==> src/gcd_pkg.sv <==
`default_nettype none

package gcd_pkg;

  localparam int unsigned OperandW = 32;
  localparam int unsigned StepW    = 6;
  localparam logic [StepW-1:0] StepMax = 6'd63;

  typedef struct packed {
    logic [OperandW-1:0] first_operand;
    logic [OperandW-1:0] second_operand;
  } gcd_in_t;

  typedef struct packed {
    logic [OperandW-1:0] divisor;
    logic [StepW-1:0]    step_count;
  } gcd_out_t;

  // one-hot sequencer codes
  typedef enum logic [3:0] {
    S_IDLE  = 4'b0001,
    S_CHECK = 4'b0010,
    S_DIV   = 4'b0100,
    S_HOLD  = 4'b1000
  } gcd_state_e;

endpackage

`default_nettype wire

==> src/gcd_stream_if.sv <==
`default_nettype none

interface gcd_stream_if #(
  parameter type payload_t = logic
);
  logic     valid;
  logic     ready;
  payload_t payload;

  modport source (output valid, output payload, input ready);
  modport sink   (input valid, input payload, output ready);
endinterface

`default_nettype wire

==> src/gcd_euclid_remainder_unit.sv <==
`default_nettype none

// Channel  Dir  Payload                                    Moves a word when
// in_i     in   gcd_in_t  {first_operand, second_operand}  valid && ready
// out_o    out  gcd_out_t {divisor, step_count}            valid && ready
//
// Steps: the idle state takes the word, then per remainder step a check state
//   plus the shared restoring divider (one quotient bit a cycle), then a last
//   check state and an S_HOLD state that posts the result.
// The divider is the only arithmetic unit; every remainder step reuses it.
// Reset clears the sequencer and the output valid only; no clearing pass.
// in_i.ready is high only while the unit is idle. A finished result sits in
//   the output register, so the next word is taken while it waits.
// If the output register is still full when a new result is ready, the
//   sequencer parks in S_HOLD until out_o.ready frees it.

module gcd_euclid_remainder_unit
  import gcd_pkg::*;
#(
  parameter int unsigned WIDTH = 32
) (
  input  wire                   clk_i,
  input  wire                   rst_ni,
  gcd_stream_if.sink            in_i,
  gcd_stream_if.source          out_o
);

  localparam int unsigned CntW = $clog2(WIDTH);

  gcd_state_e          state_q, state_d;
  logic [WIDTH-1:0]    high_q, high_d;   // dividend, shifted out MSB first
  logic [WIDTH-1:0]    low_q, low_d;     // divisor of the current step
  logic [WIDTH-1:0]    rem_q, rem_d;     // partial remainder
  logic [CntW-1:0]     cnt_q, cnt_d;     // divider bits left, minus one
  logic [StepW-1:0]    steps_q, steps_d;
  logic                out_valid_q, out_valid_d;
  gcd_out_t            out_q, out_d;

  // shared divider datapath
  logic [WIDTH:0]      trial;
  logic                fits;
  logic [WIDTH:0]      trial_sub;
  logic [WIDTH-1:0]    rem_next;

  logic                in_fire;
  logic                out_free;
  logic                a_gt_b;
  logic [WIDTH-1:0]    opnd_a, opnd_b;

  assign in_i.ready    = (state_q == S_IDLE);
  assign in_fire       = in_i.valid && in_i.ready;
  assign out_o.valid   = out_valid_q;
  assign out_o.payload = out_q;
  assign out_free      = !out_valid_q || out_o.ready;

  // operands taken modulo 2^WIDTH
  assign opnd_a = WIDTH'(in_i.payload.first_operand);
  assign opnd_b = WIDTH'(in_i.payload.second_operand);
  assign a_gt_b = opnd_a > opnd_b;

  assign trial     = {rem_q, high_q[WIDTH-1]};
  assign fits      = trial >= {1'b0, low_q};
  assign trial_sub = trial - {1'b0, low_q};
  assign rem_next  = fits ? trial_sub[WIDTH-1:0] : trial[WIDTH-1:0];

  always_comb begin
    state_d     = state_q;
    high_d      = high_q;
    low_d       = low_q;
    rem_d       = rem_q;
    cnt_d       = cnt_q;
    steps_d     = steps_q;
    out_d       = out_q;
    out_valid_d = out_valid_q && !out_o.ready;

    case (state_q)
      S_IDLE: begin
        if (in_fire) begin
          high_d  = a_gt_b ? opnd_a : opnd_b;
          low_d   = a_gt_b ? opnd_b : opnd_a;
          steps_d = '0;
          state_d = S_CHECK;
        end
      end
      S_CHECK: begin
        if (low_q == '0) begin
          state_d = S_HOLD;
        end else begin
          rem_d   = '0;
          cnt_d   = CntW'(WIDTH - 1);
          state_d = S_DIV;
        end
      end
      S_DIV: begin
        rem_d  = rem_next;
        high_d = {high_q[WIDTH-2:0], 1'b0};
        cnt_d  = cnt_q - 1'b1;
        if (cnt_q == '0) begin
          // high <- low, low <- high mod low
          high_d  = low_q;
          low_d   = rem_next;
          steps_d = (steps_q == StepMax) ? steps_q : steps_q + 1'b1;
          state_d = S_CHECK;
        end
      end
      S_HOLD: begin
        if (out_free) begin
          out_d.divisor    = OperandW'(high_q);
          out_d.step_count = steps_q;
          out_valid_d      = 1'b1;
          state_d          = S_IDLE;
        end
      end
      default: begin
        state_d = S_IDLE;
      end
    endcase
  end

  always_ff @(posedge clk_i or negedge rst_ni) begin
    if (!rst_ni) begin
      state_q     <= S_IDLE;
      out_valid_q <= 1'b0;
    end else begin
      state_q     <= state_d;
      out_valid_q <= out_valid_d;
    end
  end

  always_ff @(posedge clk_i) begin
    high_q  <= high_d;
    low_q   <= low_d;
    rem_q   <= rem_d;
    cnt_q   <= cnt_d;
    steps_q <= steps_d;
    out_q   <= out_d;
  end

  // partial remainder always below the divisor
  a_rem_bound: assert property (@(posedge clk_i) disable iff (!rst_ni)
    (state_q == S_DIV) |-> (rem_q < low_q))
    else $error("partial remainder not below divisor");

  // operands stay ordered between steps
  a_ordered: assert property (@(posedge clk_i) disable iff (!rst_ni)
    (state_q == S_CHECK) |-> (high_q >= low_q))
    else $error("high below low at step check");

  // each finished step bumps the count or holds it at saturation
  a_step_cnt: assert property (@(posedge clk_i) disable iff (!rst_ni)
    (state_q == S_DIV && cnt_q == '0) |=>
      (steps_q == StepMax || steps_q == $past(steps_q) + 1'b1))
    else $error("step count did not advance");

  // a result is posted only once low has reached zero
  a_post: assert property (@(posedge clk_i) disable iff (!rst_ni)
    (state_q == S_HOLD) |-> (low_q == '0))
    else $error("result posted with nonzero low");

  // a posted result shows up as valid next cycle
  a_post_valid: assert property (@(posedge clk_i) disable iff (!rst_ni)
    (state_q == S_HOLD && out_free) |=> (out_o.valid && state_q == S_IDLE))
    else $error("result not presented");

endmodule

`default_nettype wire

==> src/flat_wrapper.sv <==
// flat-port wrapper written by rule: the top's interface ports become plain ports
module gcd_euclid_remainder_unit_flat import gcd_pkg::*;
#(
  parameter int unsigned WIDTH = 32
)
  (clk_i, rst_ni, in_i_valid, in_i_payload, in_i_ready, out_o_valid, out_o_payload, out_o_ready);
  gcd_stream_if #(.payload_t(gcd_in_t)) in_i_i ();
  gcd_stream_if #(.payload_t(gcd_out_t)) out_o_i ();
  input  wire clk_i;
  input  wire rst_ni;
  input wire logic [$bits(in_i_i.valid)-1:0] in_i_valid;
  input wire logic [$bits(in_i_i.payload)-1:0] in_i_payload;
  output wire logic [$bits(in_i_i.ready)-1:0] in_i_ready;
  output wire logic [$bits(out_o_i.valid)-1:0] out_o_valid;
  output wire logic [$bits(out_o_i.payload)-1:0] out_o_payload;
  input wire logic [$bits(out_o_i.ready)-1:0] out_o_ready;
  assign in_i_i.valid = in_i_valid;
  assign in_i_i.payload = in_i_payload;
  assign in_i_ready = in_i_i.ready;
  assign out_o_valid = out_o_i.valid;
  assign out_o_payload = out_o_i.payload;
  assign out_o_i.ready = out_o_ready;
  gcd_euclid_remainder_unit #(.WIDTH(WIDTH)) u_core (.clk_i(clk_i), .rst_ni(rst_ni), .in_i(in_i_i), .out_o(out_o_i));
endmodule
==> config.mk <==
export PLATFORM = sky130hd
export DESIGN_NAME = gcd_euclid_remainder_unit_flat
export DESIGN_NICKNAME = d
export VERILOG_FILES = /design/src/gcd_pkg.sv /design/src/gcd_stream_if.sv /design/src/gcd_euclid_remainder_unit.sv /design/src/flat_wrapper.sv
export SDC_FILE = /design/constraint.sdc
export NUM_CORES = 1
export LEC_CHECK = 0
export ABC_AREA = 1
export BUFFER_PORTS_ARGS = -buffer_cell sky130_fd_sc_hd__buf_2
export CORE_ASPECT_RATIO = 1.25
export CORE_UTILIZATION = 55
export CTS_CLUSTER_SIZE = 12
export DETAILED_ROUTE_END_ITERATION = 7
export PLACE_DENSITY = 0.72
export SLEW_MARGIN = 20
export SYNTH_ARGS = -nofsm -noshare
export SYNTH_HDL_FRONTEND = slang
export SYNTH_SLANG_ARGS = --single-unit
==> constraint.sdc <==
create_clock -name clk_i -period 6.5 [get_ports clk_i]
set_input_delay 1.625 -clock clk_i [delete_from_list [all_inputs] [get_ports clk_i]]
set_output_delay 1.625 -clock clk_i [all_outputs]
set_load 0.01 [all_outputs]
* After elaboration in Yosys (flattened, before gate mapping)
Cells that the tools add are included.
** Operators by class
- Add/subtract/negate cells :: 3
- Divide/modulo/power cells :: 0
- Mux-type cells :: 24
- Eq/ne operators :: 10
- Magnitude comparators :: 2
- Bitwise operators :: 0
- Shift operators :: 0
- Reduce and logical (&&, ||, !) cells :: 15
- Multiply operators :: 0
** Operators with widths (number)
- $mux W32 :: 8
- $pmux W32 S2 :: 3
- $ge A33 B32 Y1 :: 1
- $gt A32 B32 Y1 :: 1
- $logic_not A32 Y1 :: 1
- $sub A32 B32 Y32 :: 1
- $mux W6 :: 3
- $mux W4 :: 4
- $pmux W4 S4 :: 1
- $pmux W6 S2 :: 1
- $pmux W5 S2 :: 1
- $add A6 B1 Y6 const B :: 1
- $eq A6 B6 Y1 const B :: 1
- $ne A2 B2 Y1 const B :: 3
- $reduce_and A2 Y1 :: 3
- $reduce_and A3 Y1 :: 2
- $logic_not A5 Y1 :: 1
- $mux W5 :: 1
- $sub A5 B1 Y5 const B :: 1
- $eq A4 B1 Y1 const B :: 1
- $eq A4 B2 Y1 const B :: 1
- $eq A4 B3 Y1 const B :: 1
- $eq A4 B4 Y1 const B :: 1
- $ne A2 B1 Y1 const B :: 2
- other kinds (6) :: 10
** Word-level totals
- Memories kept :: 0
- Bits in writable memories :: 0
- Bits of input ports :: 68
- Register bits after elaboration :: 150
- Latch bits :: 0
- ROM bits :: 0
- Output and inout port bits :: 40
- Logic and storage cells :: 63

* Longest topological paths before layout
- Depth in word-level cells :: 4
- Gate-level depth with buffers :: 18
- Gate-level depth less buffers :: 17

* Worst setup path before layout
No wires, ideal clock.
- Path kind :: input to register
- Start :: input in_i_valid
- End :: register u_core.high_q[0] (enable)
- Path slack :: 2080 ps
- Path buffers :: 0
- Cell stages on the path :: 2
- Library setup time :: 466 ps
- Arrival :: 3954 ps
- Cell sequence :: inv_1 > o21ai_0
** Between the ends
- Longest elaborated chain between the ends :: 3
** Ends and longest elaborated chain
- start, declared :: RTL line flat_wrapper.sv:11 : input wire logic [$bits(in_i_i.valid)-1:0] in_i_valid;
- $logic_and A1 B1 Y1 :: RTL line gcd_euclid_remainder_unit.sv:51 : assign in_fire = in_i.valid && in_i.ready;
- $ne A2 B2 Y1 (no source line)
- $reduce_and A2 Y1 (no source line)
- end signal, assigned :: RTL line gcd_euclid_remainder_unit.sv:131 : high_q <= high_d;
- end, declared :: RTL line gcd_euclid_remainder_unit.sv:31 : logic [WIDTH-1:0] high_q, high_d;
Every way passes these cells.
A chain may end at the register's enable or synchronous reset.

* Worst setup path after layout
- Start :: input in_i_payload[23]
- End :: register u_core.low_q[11] (data pin)
** Between the ends
- Longest elaborated chain between the ends :: 4
** Ends and longest elaborated chain
- start, declared :: RTL line flat_wrapper.sv:12 : input wire logic [$bits(in_i_i.payload)-1:0] in_i_payload;
- $gt A32 B32 Y1 :: RTL line gcd_euclid_remainder_unit.sv:59 : assign a_gt_b = opnd_a > opnd_b;
- $mux W32 :: RTL line gcd_euclid_remainder_unit.sv:80 : low_d = a_gt_b ? opnd_b : opnd_a;
- $mux W32 :: RTL line gcd_euclid_remainder_unit.sv:78 : if (in_fire) begin
- $pmux W32 S2 :: RTL line gcd_euclid_remainder_unit.sv:76 : case (state_q)
- net u_core.low_d[11] :: RTL line gcd_euclid_remainder_unit.sv:32 : logic [WIDTH-1:0] low_q, low_d;
- end signal, assigned :: RTL line gcd_euclid_remainder_unit.sv:132 : low_q <= low_d;
- end, declared :: RTL line gcd_euclid_remainder_unit.sv:32
The timed path passes the listed nets, and every way through them passes these cells. The select of a mux whose other input is x is not followed.

==> impl_metrics.toml <==
[worst_setup_path]
critPathArrivalTime_ns = 4.65
cpMostUsedCell = "nand2_1"
worst_path_largest_cell_delay_ns = 0.57
startpoint_type = "primary input"
critPathKind = "primary input to flop"
critPathCaptureType = "flop"
cp_max_fo = 65
rr_worst_depth = 12
path_cells = "buf_2, inv_1, ha_1, nand2_1, nor2_1, nand4_1, nor3b_1, nand2_2, buf_4, nand2_2, buf_4, nand2_1, nand3_1, nand2_1"
cp_slowest_cell = "nor3b_1"
crit_required_ns = 6.66

[clock_network]
clockBufferDepth = 2
clock_latency_ns = 0.42
holdBufCountCts = 0
path_clk_slew_ns = 0.06
htree_num_levels = 4
cts_setup_buffers = 0
cts-root-buf = "clkbuf_16"
cts_made_buffers = 17
cts_tree = "built"
cts.repair.resized = 0
clock_sinks = 150

[global_routing]
grt_pass1_vias = 9335
grt.overflow.total = 0
antenna_found_initial = 0
grtUsageTotal_pct = 29.4
use_met3_pct = 4.37
top_usage_layer = "met2"
grt_pass1_wl_mm = 46.5
grt_max_degree = 75
gr-usage-met1_pct = 42.1
met2_usage_pct = 46.0

[drt]
drtIter0Drc = 973
detail-route-antenna-nets = 0
routed_wl_mm = 28.8
via_per_inst = 5.42
drc = 0
wire_per_inst_um = 15.8
firstDrtPassIters = 7
num_vias = 9859

[synth]
synth_edf_count = 145
synth_top_area_cell = "edfxtp_1"
synth_common_cells = "nand2_1 (437), inv_1 (269), nand3_1 (209), edfxtp_1 (145), nor2_1 (73)"
syn_inst = 1452
synthFlopType = "edfxtp_1"
synth_nets = 1587
ys_ff_latch = 150
synth-seq-area-share_pct = 41.2
synth.most_common_cell = "nand2_1"
synth_cell_types = 42
synth_area_sq_um = 10900
async_flop_share_pct = 3.33
yosysTopAreaCellShare_pct = 40.1
yosys-top-cells-area = "edfxtp_1 (40%), nand2_1 (15%), nand3_1 (9.6%)"
syn_area_per_cell_sq_um = 7.48
yosys_warnings = 0

[die]
coreArea_sq_um = 19400
die_height_um = 159
die_w_um = 128
ioPinCount = 108
dieArea_sq_um = 20300
start_util_pct = 56.0
rows = 57

[sta]
worst_pin_slew_ns = 1.07
finalSetupViolations = 0
clock.fmax_ghz = 0.223
hold_violations = 0
setup_slack_ns = 2.01
setup_tns_ns = 0
period_share_pct = 69.1
drv_slew = 0
finalClockSkew_ns = 0.00962
rsz0062_at_grt = "no"
hold_ws_ns = 0.448
relSlewSlack_pct = 28.2
period_minus_slack_ns = 4.49

[hold_path]
worst_hold_path_type = "flop to flop"
min_path_cells = 0

[final_layout]
antennaDiodeCount = 0
fillCellCount = 1724
postLayoutCoreUtil_pct = 62.8
fin_area_sq_um = 12200
drive_gt1_share_pct = 11.6
nNetsFinal = 1676
area_delta_synth_final_pct = 12.2

[placement]
pre_cts_slack_ns = 1.59
port_buffers = 107
dp_hpwl_mm = 21.8
post_dp_cell_area_sq_um = 11600
routabilityCongestion = 0.938

[power]
clockPowerShare_pct = 19.3
vdd_drop_max_v = 0.000230
power.leakage_nw = 6.28
internal_power_mw = 2.89
power_frac_seq_pct = 31.9
p_sw_share_pct = 44.6
p_sw_mw = 2.33
p_comb_share_pct = 48.8
p_per_area_nw_per_um2 = 428

[outcome]
status = "finished clean"

[flow_run]
maxCapViolCount = 0
-- path summary, 6_finish.rpt --
kind / startpoint / to / slack (ns)
setup / recovery: in_i_payload[23] / u_core.low_q[11]$_DFFE_PP_ / 2.01
max in group asynchronous: rst_ni / u_core.state_q[0]$_DFFE_PN1P_ / 5.28
hold / removal: u_core.high_q[31]$_DFFE_PP_ / u_core.out_o.payload[37]$_DFFE_PP_ / 0.45
setup reg to reg: u_core.low_q[29]$_DFFE_PP_ / u_core.low_q[23]$_DFFE_PP_ / 3.27
hold reg to reg: u_core.high_q[31]$_DFFE_PP_ / u_core.out_o.payload[37]$_DFFE_PP_ / 0.45
min in group asynchronous: rst_ni / u_core.out_o.valid$_DFF_PN0_ / 1.00
-- power groups by stage --
stage | clock network [mW] | logic (mW) | registers (mW)
2_1_floorplan | 0 | 1.91 | 1.61
4_1_cts | 1.01 | 2.53 | 1.66
6_report | 1.01 | 2.55 | 1.66
3_3_place_gp | 0 | 2.47 | 1.67
3_5_place_dp | 0 | 2.50 | 1.67
5_1_grt | 1.05 | 2.89 | 1.69
-- through the flow --
step / power (mW) / cells
CTS: 5.20 / 1819
detailed placement: 4.18 / 1787
finish: 5.22 / 1819
global route: 5.62 / 1819
global placement: 4.13 / 1787
floorplan: 3.52 / 1452
-- critical path, delay by kind of cell --
kind	cells	cell delay [ns]
adder cells (fa/ha/maj)	1	0.30
buffers and inverters	4	0.95
AND/OR/NAND/NOR	9	1.73
-- kinds of logic (layout without fill, tap and decap cells) --
kind of cell / Yosys count / count (layout) / share of synthesized area [%]
simple gates: 806 / 806 / 32.7
buf+inv: 326 / 428 / 12.0
flops: 150 / 150 / 41.2
compound gates: 89 / 89 / 5.11
fa+ha+maj: 67 / 67 / 7.78
xor+xnor: 14 / 14 / 1.13
-- layout make-up --
cell class | count | area [sq um] | share of cell area (%)
clock buffers | 18 | 429 | 3.52
clock inverters | 14 | 173 | 1.42
inverters | 279 | 1050 | 8.59
multi-input cells | 976 | 5120 | 42.0
flip-flops and latches | 150 | 4480 | 36.8
well taps | 265 | 332 | 2.72
repair buffers | 117 | 611 | 5.01
-- state kept, by name, indices dropped and copies added (netlist names) --
register,count
u_core.low_q,32
u_core.rem_q,32
u_core.cnt_q,5
u_core.out_o.payload,38
u_core.out_o.valid,1
u_core.state_q,4
u_core.steps_q,6
u_core.high_q,32
-- layout by cell type, fill, tap and decap left out, drive strengths merged --
cell and n:
dfrtp 4, a21oi 37, ha 66, a22oi 31, a211oi 1, nor3b 2, a31oi 1, nand4 12
nand3b 27, clkinv 10, a21o 1, or2 4, o21ai 9, nor2 78, o21bai 6, o21a 2
nand2 444, xor2 8, nor4 9, and2 6, o31ai 1, nor3 14, dfstp 1, edfxtp 145
clkbuf 18, buf 117, inv 277, xnor2 6, nand3 210, clkinvlp 3, fa 1, bufinv 3
-- metal layers --
layer  up-vias  wire length (um)  share of wire [%]
met4         0               509                1.8
met5         -                 0                  0
li1       4882                 -                  -
met2       417             13200                 46
met3        43              2100                7.3
met1      4517             13000                 45
Power figures use the tool's default switching activity.
